## config.mk

```make
export PLATFORM = sky130hd
export DESIGN_NAME = rws_cell
export DESIGN_NICKNAME = d
export VERILOG_FILES = /design/src/hdl/rws_pkg.sv /design/src/hdl/rws_cell.sv
export SDC_FILE = /design/constraint.sdc
export NUM_CORES = 1
export LEC_CHECK = 0
export BUFFER_PORTS_ARGS = -buffer_cell sky130_fd_sc_hd__buf_2
export CAP_MARGIN = 20
export CORE_MARGIN = 2
export CORE_UTILIZATION = 53
export DETAILED_ROUTE_END_ITERATION = 6
export GPL_TIMING_DRIVEN = 0
export PLACE_DENSITY = 0.86
export SYNTH_ARGS = -nofsm -noshare
export SYNTH_HDL_FRONTEND = slang
export SYNTH_SLANG_ARGS = --single-unit
```

## constraint.sdc

```tcl
create_clock -name clock -period 6.28 [get_ports clock]
set_input_delay 0.942 -clock clock [delete_from_list [all_inputs] [get_ports clock]]
set_output_delay 0.942 -clock clock [all_outputs]
set_load 0.02 [all_outputs]
```

## src/hdl/rws_pkg.sv

```systemverilog
// Shared types and constants for the roulette wheel selector.
package rws_pkg;

   // Fixed field widths of the request and response payloads
   localparam int FIT_W  = 16;
   localparam int RND_W  = 16;
   localparam int PIDX_W = 6;

   // Request opcodes
   typedef enum logic [1:0] {
      OP_CLEAR  = 2'd0,
      OP_APPEND = 2'd1,
      OP_SELECT = 2'd2,
      OP_NONE   = 2'd3
   } rws_op_type;

   typedef struct packed {
      rws_op_type         opcode;
      logic [FIT_W-1:0]   fitness_value;
      logic [RND_W-1:0]   random_fraction;
   } rws_req_type;

   typedef struct packed {
      logic [PIDX_W-1:0]  parent_index;
      logic               found;
   } rws_rsp_type;

   // Scan token control bits handed from cell to cell
   typedef struct packed {
      logic valid;
      logic found;
   } rws_tok_type;

   // Table write broadcast to all cells
   typedef struct packed {
      logic               wr_en;
      logic [FIT_W-1:0]   wr_data;
   } rws_wr_type;

endpackage

```

## src/hdl/rws_cell.sv

```systemverilog
// One table cell: holds one fitness entry and advances the scan token by one step.
module rws_cell
   import rws_pkg::*;
#(
   parameter int MAX_ENTRIES = 64,
   parameter int CELL_INDEX  = 0
) (
   input  logic                                  clock,
   input  logic                                  reset,
   input  rws_wr_type                            wr,
   input  logic [$clog2(MAX_ENTRIES+1)-1:0]      count,
   input  logic [FIT_W+$clog2(MAX_ENTRIES)-1:0]  slice,
   input  rws_tok_type                           tok_in,
   input  logic [FIT_W+$clog2(MAX_ENTRIES)-1:0]  cum_in,
   input  logic [$clog2(MAX_ENTRIES)-1:0]        idx_in,
   output rws_tok_type                           tok_out,
   output logic [FIT_W+$clog2(MAX_ENTRIES)-1:0]  cum_out,
   output logic [$clog2(MAX_ENTRIES)-1:0]        idx_out
);

   localparam int CNT_W = $clog2(MAX_ENTRIES+1);
   localparam int IDX_W = $clog2(MAX_ENTRIES);
   localparam int TOT_W = FIT_W + IDX_W;

   logic [FIT_W-1:0]  fit_ff;
   rws_tok_type       tok_ff;
   logic [TOT_W-1:0]  cum_ff;
   logic [IDX_W-1:0]  idx_ff;

   logic              occupied;
   logic              take;
   logic              hit;
   logic [TOT_W-1:0]  sum;

   // entry storage, written when this cell is the next free slot
   always_ff @(posedge clock) begin
      if (wr.wr_en && count == CNT_W'(CELL_INDEX)) begin
         fit_ff <= wr.wr_data;
      end
   end

   // accumulate and compare while the token has not found a parent yet
   assign occupied = count > CNT_W'(CELL_INDEX);
   assign take     = tok_in.valid && !tok_in.found && occupied;
   assign sum      = cum_in + {{IDX_W{1'b0}}, fit_ff};
   assign hit      = take && (sum >= slice);

   always_ff @(posedge clock) begin
      if (reset) begin
         tok_ff <= '0;
      end else begin
         tok_ff.valid <= tok_in.valid;
         tok_ff.found <= tok_in.found | hit;
      end
   end

   always_ff @(posedge clock) begin
      cum_ff <= take ? sum : cum_in;
      idx_ff <= hit ? IDX_W'(CELL_INDEX) : idx_in;
   end

   assign tok_out = tok_ff;
   assign cum_out = cum_ff;
   assign idx_out = idx_ff;

endmodule

```

==> metrics.cfg <==
[die]
die_h_um = 77.7
die_x_um = 77.7
rows = 26
ios = 108
coreArea_mm2 = 0.00517
dieArea_mm2 = 0.00603
start_util = 0.556

[yosys]
ys_types = 43
synth-seq-cells = 46
synth_area_leaders = dfxtp_1 21%, edfxtp_1 17%, ha_1 17%
syn_area_mm2 = 0.00288
yosysWarnings = 0
seq_area_frac_synth = 0.376
yosys.area.top_type = dfxtp_1
syn_nets = 411
synthFlopType = dfxtp_1
syn_inst = 294
synth_top_area_frac = 0.209
async_flop_share = 0
avgSynthCellArea_um2 = 9.78
synth_edf_count = 16

[clocking]
root_buffer = clkbuf_8
cts.repair.resized = 0
cts_buffers = 5
cts.sinks = 46
post_cts_buffers = 0
cts_tree = yes
clk_latency_ns = 0.30
postCtsHoldBufs = 0
htree_levels = 2
cts_max_path_buffers = 2
clk_pin_slew_ns = 0.08

[finish]
final_common_cell = buf_2
area_growth_pct = 24.6
mostFrequentLayoutCells = 107 x buf_2, 38 x ha_1, 30 x inv_1, 30 x dfxtp_1, 23 x a21oi_1
layout.cells.non_filler = 477
drive_gt1_frac = 0.329
fin_nets = 523
nFillCells = 392
fin_util = 0.693
antenna_cells = 0

[timing]
finalSetupViolations = 0
period_needed_ns = 4.36
period_share = 0.694
max_freq_mhz = 229
relSlewSlack = 0.496
grt_setup_unrepaired = false
worst_pin_slew_ns = 0.756
hold_viol = 0
drv_slew = 0
setup_tns_ns = 0
skew_ns = 0.00539

[route]
avgViaCountPerCell = 5.10
drt.antenna.violating_nets = 0
firstDrtPassIters = 4
drcViolationCount = 0
drt_wl_total_um = 6240
wl_per_cell_um = 13.1
drtIter0Drc = 122
vias = 2435

[setup_path]
crit_path_max_incr_delay_ns = 0.49
crit_type = input pin to register
crit_chain = buf_2 > ha_1 > inv_1 > fa_1 > nor2b_1 > o31ai_1 > a21oi_1 > o21bai_1 > nand2_1 > o21ai_0 > xnor2_1 > ha_1 > nand4_1 > nor2_1 > nand2_1 > nor2_1 > a21oi_1 > a41oi_1 > o21ba_2
startpoint_type = input pin
cp_top_family = compound AO/OA/AOI/OAI gates
crit_buf_inv = 2
path_max_fanout = 7
end_kind = register
r2r-start = fit_ff[0]
critical_path_arrival_ns = 4.61
r2r_end = tok_out[0]
rr_worst_depth = 18
cp_data_required_time_ns = 6.53
reg2reg_slack_ns = 2.30
cpMaxStageDelayCell = a41oi_1

[flow_run]
maxCapViolCount = 0

[global_route]
first_global_vias = 2374
grt_start_max_net_pins = 17
overflow = 0
grt_pass1_wl_um = 10300
track_usage = 0.211
antenna_found_initial = 0

[pwr]
p_total_uw = 694
p_comb_frac = 0.257
power_frac_seq = 0.471
worst_ir_drop_vdd_mv = 0.0992
clkPwrFrac = 0.272
leakagePower_nw = 1.83
p_switching_uw = 201
powerDensity_mw_per_mm2 = 194
internal_power_uw = 493
p_sw_frac = 0.290

[place]
numPlacedInstances = 469
place.gp.congestion = 0.825
port_buffers = 105
hpwlAfterDp_um = 5000

[worst_hold_path]
holdPathStages = 3
hold_start = fit_ff[0]
hold_class = register to register
hold_path_end = cum_out[0]

[run_status]
status = complete, no violations

==> state kept, by name, summed over array words and instances (netlist names) <==
register  count
tok_out       2
idx_out       6
fit_ff       16
cum_out      22
==> area by class of cell <==
cell class | count | area (µm²) | area share
flip-flops and latches | 46 | 1080 | 0.302
inverters | 30 | 113 | 0.0314
repair buffers | 105 | 526 | 0.147
plain buffers | 6 | 26.3 | 0.00733
clock inverters | 2 | 12.5 | 0.00349
well taps | 70 | 87.6 | 0.0244
multi-input cells | 212 | 1660 | 0.462
clock buffers | 6 | 82.6 | 0.0230
==> per-stage QoR <==
stage / instance area (µm²) / setup slack (ns) / hold WS, ns
floorplan: 2880 / 2.49 / 0.606
global placement: 3490 / 1.77 / 0.624
detailed placement: 3490 / 1.72 / 0.680
CTS: 3580 / 2.00 / 0.700
global route: 3580 / 1.52 / 0.731
finish: 3580 / 1.92 / 0.677
==> per-layer routing <==
metal | vias to the layer above | share of wire | global-route usage | routed length (µm)
li1 | 1260 | - | - | -
met1 | 1092 | 0.45 | 0.264 | 2800
met2 | 75 | 0.49 | 0.362 | 3040
met3 | 8 | 0.051 | 0.0453 | 316
met4 | 0 | 0.014 | 0.0643 | 85
met5 | - | 0 | 0 | 0
==> how the worst max path moves through the flow <==
| stage | startpoint | to | slack [ns] | depth (start not counted) |
|---|---|---|---|---|
| 5_1_grt | cum_in[0] | tok_out[0] | 1.52 | 19 |
| 4_1_cts | cum_in[0] | tok_out[0] | 2.00 | 19 |
| 3_3_place_gp | cum_in[0] | tok_out[0] | 1.77 | 19 |
| 2_1_floorplan | cum_in[0] | tok_out[0] | 2.49 | 16 |
| 6_report | cum_in[0] | tok_out[0] | 1.92 | 19 |
| 3_5_place_dp | cum_in[0] | tok_out[0] | 1.72 | 19 |
==> tightest hold or removal path, stage by stage, from the launching register on <==
cell      delay (ns)
edfxtp_1        0.33
ha_1            0.12
inv_1           0.05
o21ai_0         0.15
==> cells in the mapped netlist (2+ instances only) <==
cell,count
o2111ai_1,2
o211a_1,2
nand2b_1,3
o21ai_0,13
mux2_2,13
clkbuf_1,3
ha_1,38
o21a_1,3
edfxtp_1,16
a21oi_2,2
dfxtp_1,30
xor2_1,10
buf_2,2
a21oi_1,23
nor3_1,5
nor2b_1,11
a21o_1,13
o31ai_1,2
xnor2_1,14
a21boi_0,2
nor2_1,14
nand4_1,5
and3_1,4
inv_1,30
and4_1,2
nand3_1,2
nand2_1,14
==> power groups by stage <==
stage / combinational [mW] / clock [mW] / sequential, mW
final: 0.179 / 0.189 / 0.327
after floorplan: 0.0941 / 0 / 0.356
after CTS: 0.179 / 0.195 / 0.327
after detailed placement: 0.177 / 0 / 0.334
after global placement: 0.171 / 0 / 0.334
after global routing: 0.200 / 0.206 / 0.329
==> cell families (layout without fill, tap and decap cells) <==
group                      after synthesis  count (layout)  share of synthesized area
DFF                                     46              46                      0.376
adders and majority gates               39              39                      0.172
AOI/OAI and AO/OA                       72              72                      0.164
xor gates and xnor gates                24              24                     0.0731
buffers and inverters                   36             149                     0.0483
and+or+nand+nor                         63              63                      0.112
muxes                                   14              14                     0.0544
No activity file was read; power rests on OpenSTA's default activity.
