==> src/hdl/rws_pkg.sv <==
// Shared types and constants for the roulette wheel selector.
package rws_pkg;

   // Fixed field widths of the request and response payloads
   localparam int FIT_W  = 16;
   localparam int RND_W  = 16;
   localparam int PIDX_W = 6;

   // Request opcodes
   typedef enum logic [1:0] {
      OP_CLEAR  = 2'd0,
      OP_APPEND = 2'd1,
      OP_SELECT = 2'd2,
      OP_NONE   = 2'd3
   } rws_op_type;

   typedef struct packed {
      rws_op_type         opcode;
      logic [FIT_W-1:0]   fitness_value;
      logic [RND_W-1:0]   random_fraction;
   } rws_req_type;

   typedef struct packed {
      logic [PIDX_W-1:0]  parent_index;
      logic               found;
   } rws_rsp_type;

   // Scan token control bits handed from cell to cell
   typedef struct packed {
      logic valid;
      logic found;
   } rws_tok_type;

   // Table write broadcast to all cells
   typedef struct packed {
      logic               wr_en;
      logic [FIT_W-1:0]   wr_data;
   } rws_wr_type;

endpackage

==> src/hdl/rws_ctrl.sv <==
// Request decode, running total, shift-add slice multiplier and response register.
module rws_ctrl
   import rws_pkg::*;
#(
   parameter int MAX_ENTRIES = 64
) (
   input  logic                                  clock,
   input  logic                                  reset,
   input  logic                                  req_valid,
   output logic                                  req_stall,
   input  rws_req_type                           req_data,
   output logic                                  rsp_valid,
   input  logic                                  rsp_stall,
   output rws_rsp_type                           rsp_data,
   output rws_wr_type                            wr,
   output logic [$clog2(MAX_ENTRIES+1)-1:0]      count,
   output logic [FIT_W+$clog2(MAX_ENTRIES)-1:0]  slice,
   output logic                                  start,
   input  rws_tok_type                           tail_tok,
   input  logic [$clog2(MAX_ENTRIES)-1:0]        tail_idx
);

   localparam int CNT_W = $clog2(MAX_ENTRIES+1);
   localparam int IDX_W = $clog2(MAX_ENTRIES);
   localparam int TOT_W = FIT_W + IDX_W;
   localparam int ACC_W = RND_W + TOT_W;
   localparam int BIT_W = $clog2(RND_W);

   typedef enum logic [3:0] {
      ST_IDLE = 4'b0001,
      ST_MULT = 4'b0010,
      ST_SCAN = 4'b0100,
      ST_HOLD = 4'b1000
   } rws_state_type;

   rws_state_type       state_ff, state_in;
   logic [CNT_W-1:0]    count_ff, count_in;
   logic [TOT_W-1:0]    total_ff, total_in;
   logic [ACC_W-1:0]    acc_ff, acc_in;
   logic [RND_W-1:0]    rnd_ff, rnd_in;
   logic [BIT_W-1:0]    bit_ff, bit_in;
   logic                start_ff, start_in;
   logic                rsp_valid_ff, rsp_valid_in;
   rws_rsp_type         rsp_ff, rsp_in;
   rws_rsp_type         res_ff, res_in;

   logic                req_fire;
   logic                slot_free;
   logic [IDX_W+PIDX_W-1:0] idx_ext;

   assign req_fire  = req_valid && (state_ff == ST_IDLE);
   assign slot_free = !rsp_valid_ff || !rsp_stall;
   assign idx_ext   = {{PIDX_W{1'b0}}, tail_idx};

   // next-state logic
   always_comb begin
      state_in     = state_ff;
      count_in     = count_ff;
      total_in     = total_ff;
      acc_in       = acc_ff;
      rnd_in       = rnd_ff;
      bit_in       = bit_ff;
      start_in     = 1'b0;
      rsp_valid_in = rsp_valid_ff && rsp_stall;
      rsp_in       = rsp_ff;
      res_in       = res_ff;
      wr.wr_en     = 1'b0;
      wr.wr_data   = req_data.fitness_value;
      case (state_ff)
         ST_IDLE: begin
            if (req_fire) begin
               case (req_data.opcode)
                  OP_CLEAR: begin
                     count_in = '0;
                     total_in = '0;
                  end
                  OP_APPEND: begin
                     if (count_ff < CNT_W'(MAX_ENTRIES)) begin
                        wr.wr_en = 1'b1;
                        count_in = count_ff + CNT_W'(1);
                        total_in = total_ff + {{IDX_W{1'b0}}, req_data.fitness_value};
                     end
                  end
                  OP_SELECT: begin
                     acc_in   = '0;
                     rnd_in   = req_data.random_fraction;
                     bit_in   = BIT_W'(RND_W - 1);
                     state_in = ST_MULT;
                  end
                  default: begin
                  end
               endcase
            end
         end
         // one fraction bit per cycle, most significant first
         ST_MULT: begin
            acc_in = {acc_ff[ACC_W-2:0], 1'b0}
                   + (rnd_ff[RND_W-1] ? {{RND_W{1'b0}}, total_ff} : '0);
            rnd_in = {rnd_ff[RND_W-2:0], 1'b0};
            bit_in = bit_ff - BIT_W'(1);
            if (bit_ff == '0) begin
               start_in = 1'b1;
               state_in = ST_SCAN;
            end
         end
         // wait for the token to leave the last cell
         ST_SCAN: begin
            if (tail_tok.valid) begin
               res_in.found        = tail_tok.found;
               res_in.parent_index = tail_tok.found ? idx_ext[PIDX_W-1:0] : '0;
               state_in            = ST_HOLD;
            end
         end
         ST_HOLD: begin
            if (slot_free) begin
               rsp_in       = res_ff;
               rsp_valid_in = 1'b1;
               state_in     = ST_IDLE;
            end
         end
         default: begin
            state_in = ST_IDLE;
         end
      endcase
   end

   // control registers
   always_ff @(posedge clock) begin
      if (reset) begin
         state_ff     <= ST_IDLE;
         count_ff     <= '0;
         total_ff     <= '0;
         start_ff     <= 1'b0;
         rsp_valid_ff <= 1'b0;
      end else begin
         state_ff     <= state_in;
         count_ff     <= count_in;
         total_ff     <= total_in;
         start_ff     <= start_in;
         rsp_valid_ff <= rsp_valid_in;
      end
   end

   // datapath registers
   always_ff @(posedge clock) begin
      acc_ff <= acc_in;
      rnd_ff <= rnd_in;
      bit_ff <= bit_in;
      rsp_ff <= rsp_in;
      res_ff <= res_in;
   end

   assign req_stall = (state_ff != ST_IDLE);
   assign rsp_valid = rsp_valid_ff;
   assign rsp_data  = rsp_ff;
   assign count     = count_ff;
   assign slice     = acc_ff[RND_W +: TOT_W];
   assign start     = start_ff;

endmodule

==> config.mk <==
export PLATFORM = sky130hd
export DESIGN_NAME = rws_ctrl
export DESIGN_NICKNAME = d
export VERILOG_FILES = /design/src/hdl/rws_pkg.sv /design/src/hdl/rws_ctrl.sv
export SDC_FILE = /design/constraint.sdc
export NUM_CORES = 1
export LEC_CHECK = 0
export BUFFER_PORTS_ARGS = -buffer_cell sky130_fd_sc_hd__buf_2
export CAP_MARGIN = 20
export CORE_MARGIN = 2
export CORE_UTILIZATION = 50
export DETAILED_ROUTE_END_ITERATION = 10
export GPL_ROUTABILITY_DRIVEN = 0
export PLACE_DENSITY_LB_ADDON = 0.2
export RECOVER_POWER = 50
export SLEW_MARGIN = 20
export SYNTH_ARGS = -nofsm -noshare
export SYNTH_HDL_FRONTEND = slang
export SYNTH_SLANG_ARGS = --single-unit
==> constraint.sdc <==
create_clock -name clock -period 3.6 [get_ports clock]
set_input_delay 0 -clock clock [delete_from_list [all_inputs] [get_ports clock]]
set_output_delay 0 -clock clock [all_outputs]
set_load 0.005 [all_outputs]
==> results_dict.tcl, run 1 <==
set metrics [dict create \
    power.leakage_nw 3.06 \
    yosysSeqAreaShare_pct 43.6 \
    ioPinCount 102 \
    detailed_place_hpwl_mm 10.6 \
    maxSlewViolCount 36 \
    ys_seq_elements 107 \
    dr.pass1.iters 5 \
    status "finished with violations" \
    rows 41 \
    grt.overflow.total 0 \
    powerDensity_nw_per_um2 357 \
    max-cap-violations 1 \
    port_buffers 101 \
    min_period_ns 3.35 \
    antenna_cells 0 \
    hold_violations 0 \
    setup_viol 0 \
    period_share_pct 92.9 \
    die_x_microns 119 \
    final_common_cell "nand2_1" \
    cts_sinks 107 \
    critical_path_class "reg -> reg" \
    relSlewSlack_pct -8.61 \
    final_cell_mix "nand2_1 (97), edfxtp_1 (72), buf_2 (67), nor2_1 (59), a21oi_1 (42)" \
    peakVddDrop_uv 277 \
    rsz0062_at_grt "false" \
    postCtsSetupBuffers 0 \
    setup_tns_ns 0 \
    stdcell_area_sq_um 7480 \
    violations "capacitance limit, slew limit" \
    syn_inst 690 \
    yosysUniqueCellTypes 63 \
    wl_mm 14.6 \
    syn_nets 777 \
    synth_warnings 0 \
    dieArea_sq_um 14100 \
    synth_edf_count 72 \
    post-place-ws_ns 0.268 \
    htree_levels 3 \
    cp_max_fo 9 \
    grt_pass1_wl_mm 24.4 \
    drtIter0Drc 301 \
    antenna_found_initial 0 \
    async_flop_share_pct 0 \
    min_path_type "in -> reg" \
    drt-vias-per-instance 5.55 \
    dpl_cell_area_sq_um 7000 \
    drc 0 \
    final_util_pct 58.8 \
    wl_per_cell_microns 15.3 \
    grt_max_degree 51 \
    coreArea_sq_um 12700 \
    num_vias 5284 \
    start_util_pct 51.7 \
    avgSynthCellArea_sq_um 9.52 \
    total_power_mw 2.67 \
    root_buffer "clkbuf_16" \
    clock_path_buffers 2 \
    worst_pin_slew_ns 1.63 \
    start_kind "flop" \
    skew_ns 0.0111 \
    syn_to_final_growth_pct 13.8 \
    track_usage_pct 21.3 \
    ant_nets 0 \
    cts_made_buffers 9 \
    cp.arrival_ns 3.45 \
    grt_pass1_vias 5160 \
    cts_tree "built" \
    path_clk_slew_ns 0.07 \
    fin_cells 952 \
    die_h_microns 119 \
    dp_cells 912 \
    clk_latency_ns 0.36 \
    synth_ff_type "edfxtp_1" \
    max_freq_mhz 299 \
    drive_gt1_share_pct 12.4 \
    synth.cell_area_sq_um 6570 \
    fin_ws_ns 0.254 \
    holdWs_ns 0.0288 \
    required_ns 3.70 \
    worstSetupEndpointType "flop" \
    fin_nets 862 \
]
## cell type report
cell class                      count  area, sq um
Clock buffer                       10          229
Clock inverter                      6         78.8
Fill cell                        1163         5250
Inverter                           14         52.6
Multi-Input combinational cell    512         3280
Sequential cell                   107         2860
Tap cell                          172          215
Timing Repair Buffer              131          757
## cells by family (layout without fill, tap and decap cells)
family / count (synthesis) / after routing / synth area share, %
and+or+nand+nor: 282 / 282 / 21.6
AOI/OAI and AO/OA: 157 / 157 / 16.3
DFF: 107 / 107 / 43.6
buffers and inverters: 71 / 161 / 6.26
adders and majority gates: 41 / 41 / 8.04
xor gates and xnor gates: 31 / 31 / 4.13
muxes: 1 / 1 / 0.152
## flip-flops by register name (all words and copies together), names as in the netlist
name,flops
rsp_valid,1
rnd_ff,16
bit_ff,4
rsp_data,7
res_ff,7
state_ff,4
total_ff,22
acc_ff,38
count,7
start,1
## metal layers
layer / wire, microns / vias up / GRT usage (%)
li1: - / 2667 / -
met3: 566 / 14 / 3.86
met2: 7070 / 128 / 36.4
met4: 185 / 0 / 6.18
met1: 6760 / 2475 / 27.5
met5: 0 / - / 0
## worst max-delay path: stages (launching register included)
cell and delay, ns:
edfxtp_1 0.47, and2_1 0.21, ha_1 0.22, fa_1 0.42, a21o_1 0.19, a221o_1 0.34
a41o_1 0.30, a211oi_1 0.46, or2_2 0.24, nor4_1 0.06, o21a_1 0.17
## report_power, final
part / internal [mW] / total (mW) / switching, mW
Sequential: 1.33 / 1.36 / 0.0218
Combinational: 0.122 / 0.273 / 0.152
Clock: 0.557 / 1.04 / 0.482
Total: 2.01 / 2.67 / 0.655
## repair_timing
| item | in CTS | in global routing |
|---|---|---|
| resized for setup | 0 | 0 |
| endpoints found under the hold margin | 24 | 0 |
| hold buffers | 24 | 0 |
## synthesized netlist by cell type (all sizes together) (16+ instances only)
cell     n  share of area [%]
a21o    16                1.8
a21oi   42                3.2
and2    37                3.5
buf     40                4.5
clkbuf  17               0.97
dfxtp   35                 11
edfxtp  72                 33
ha      39                7.4
nand2   98                5.6
nor2    59                3.4
o21ai   22                1.7
xnor2   17                2.3
## worst paths after layout
kind	to	start	slack, ns	depth (start not counted)
min reg2reg	rsp_data[5]	res_ff[5]	0.42	0
max	acc_ff[37]	rnd_ff[15]	0.25	10
max reg2reg	acc_ff[37]	rnd_ff[15]	0.25	10
min	rnd_ff[15]	req_data[15]	0.03	3
(Power assumes the default switching activity.)
==> run 2: changes to the inputs <==
--- a/config.mk
+++ b/config.mk
@@ -14,4 +14,5 @@
 export PLACE_DENSITY_LB_ADDON = 0.2
 export RECOVER_POWER = 50
+export SKIP_LAST_GASP = 1
 export SLEW_MARGIN = 20
 export SYNTH_ARGS = -nofsm -noshare
==> constraint.sdc (replaced) <==
create_clock -name clock -period 4.3 [get_ports clock]
set_input_delay 0 -clock clock [delete_from_list [all_inputs] [get_ports clock]]
set_output_delay 0 -clock clock [all_outputs]
set_load 0.1 [all_outputs]
==> results_dict.tcl, run 2 (synthesis gave the netlist of run 1 again) <==
set metrics [dict create \
    cts_sinks 107 \
    path_clk_slew_ns 0.08 \
    max_freq_mhz 288 \
    critPathMaxStageDelay_ns 0.74 \
    setup_tns_ns 0 \
    drtIter0Drc 318 \
    status "finished with violations" \
    dpl_cell_area_sq_um 6970 \
    root_buffer "clkbuf_16" \
    cts_tree "built" \
    htree_levels 3 \
    drive_gt1_share_pct 9.37 \
    worst-path-buf-inv 0 \
    setup_viol 0 \
    cp_top_family "compound AO/OA/AOI/OAI gates" \
    powerDensity_nw_per_um2 315 \
    holdWs_ns 0.0337 \
    min_path_type "in -> reg" \
    worstSetupEndpointType "flop" \
    ioPinCount 102 \
    clk_latency_ns 0.36 \
    total_power_mw 2.35 \
    port_buffers 101 \
    rows 41 \
    grt_pass1_wl_mm 23.8 \
    stdcell_area_sq_um 7440 \
    start_kind "flop" \
    cp_max_fo 22 \
    relSlewSlack_pct -7.63 \
    num_vias 5279 \
    die_x_microns 119 \
    final_cell_mix "nand2_1 (98), edfxtp_1 (72), nor2_1 (59), clkbuf_1 (58), buf_2 (45)" \
    start_util_pct 51.7 \
    critical_path_class "reg -> reg" \
    fin_nets 861 \
    min_period_ns 3.47 \
    ctsResizeCount 0 \
    fill_cells 1194 \
    cp.arrival_ns 3.56 \
    final_common_cell "nand2_1" \
    dr.pass1.iters 4 \
    period_share_pct 80.7 \
    violations "capacitance limit, slew limit" \
    cts_made_buffers 9 \
    largestRegisters "acc_ff (38), total_ff (22), rnd_ff (16)" \
    cp_cell_sequence "and2_1 > ha_1 > a211oi_1 > o21bai_2 > o2111ai_1 > a211oi_1 > o22ai_1 > or4_1 > a21oi_1" \
    grt.overflow.total 0 \
    crit_path_top_delay_cell "o22ai_1" \
    grt_max_degree 52 \
    die_h_microns 119 \
    ant_nets 0 \
    wl_mm 14.3 \
    top_register "acc_ff" \
    syn_to_final_growth_pct 13.2 \
    power.leakage_nw 2.98 \
    skew_ns 0.00928 \
    drt-vias-per-instance 5.55 \
    dieArea_sq_um 14100 \
    clock_path_buffers 2 \
    peakVddDrop_uv 164 \
    largest_reg_flops 38 \
    max-cap-violations 1 \
    antenna_cells 0 \
    grt_pass1_vias 5047 \
    final_util_pct 58.5 \
    wl_per_cell_microns 15.1 \
    required_ns 4.39 \
    worst_pin_slew_ns 1.61 \
    antenna_found_initial 0 \
    coreArea_sq_um 12700 \
    track_usage_pct 20.7 \
    hold_violations 0 \
    drc 0 \
    cpMostUsedCell "a211oi_1" \
    rsz0062_at_grt "false" \
    detailed_place_hpwl_mm 10.3 \
    maxSlewViolCount 35 \
]
==> run 2: where the power goes <==
| group | switching [mW] | internal [mW] | total, mW | leakage (nW) |
|---|---|---|---|---|
| clock | 0.406 | 0.467 | 0.873 | 0.152 |
| combinational | 0.238 | 0.0989 | 0.337 | 1.89 |
| sequential | 0.0183 | 1.12 | 1.14 | 0.942 |
==> run 2: path summary, 6_finish.rpt <==
check	start	to	slack, ns	cells after the start
max reg2reg	rnd_ff[15]	acc_ff[28]	0.83	9
max	rnd_ff[15]	acc_ff[28]	0.83	9
min	req_data[16]	total_ff[0]	0.03	4
min reg2reg	res_ff[4]	rsp_data[4]	0.42	0
==> run 2: layer usage <==
layer	part of all wire, %	track usage, %	wire length [microns]	up-vias
met4	2.2	7.96	314	0
met2	48	34.5	6840	148
met1	46	27.1	6540	2458
met5	0	0	0	-
met3	4.5	3.33	645	23
li1	-	-	-	2650
==> run 2: final cells by class <==
type / instances / area, sq um / area share, %
multi-input cells: 512 / 3280 / 44.1
flip-flops and latches: 107 / 2860 / 38.5
repair buffers: 130 / 708 / 9.52
clock buffers: 9 / 225 / 3.03
well taps: 172 / 215 / 2.89
clock inverters: 7 / 91.3 / 1.23
inverters: 14 / 52.6 / 0.707
==> run 2: worst min-delay path: stages <==
cell	delay (ns)
buf_2	0.09
ha_1	0.12
a22oi_1	0.07
nor2_1	0.08
==> run 2: repair_timing <==
item | 4_1_cts | 5_1_grt
endpoints found under the hold margin | 25 | 0
buffers inserted | 0 | 0
hold buffers | 25 | 0
==> run 2: per-stage QoR <==
| step | setup WS (ns) | instances |
|---|---|---|
| 6_report | 0.831 | 951 |
| 4_1_cts | 0.816 | 951 |
| 5_1_grt | 0.542 | 951 |
| 3_5_place_dp | 0.833 | 910 |
| 2_1_floorplan | 1.19 | 690 |
| 3_3_place_gp | 0.950 | 910 |
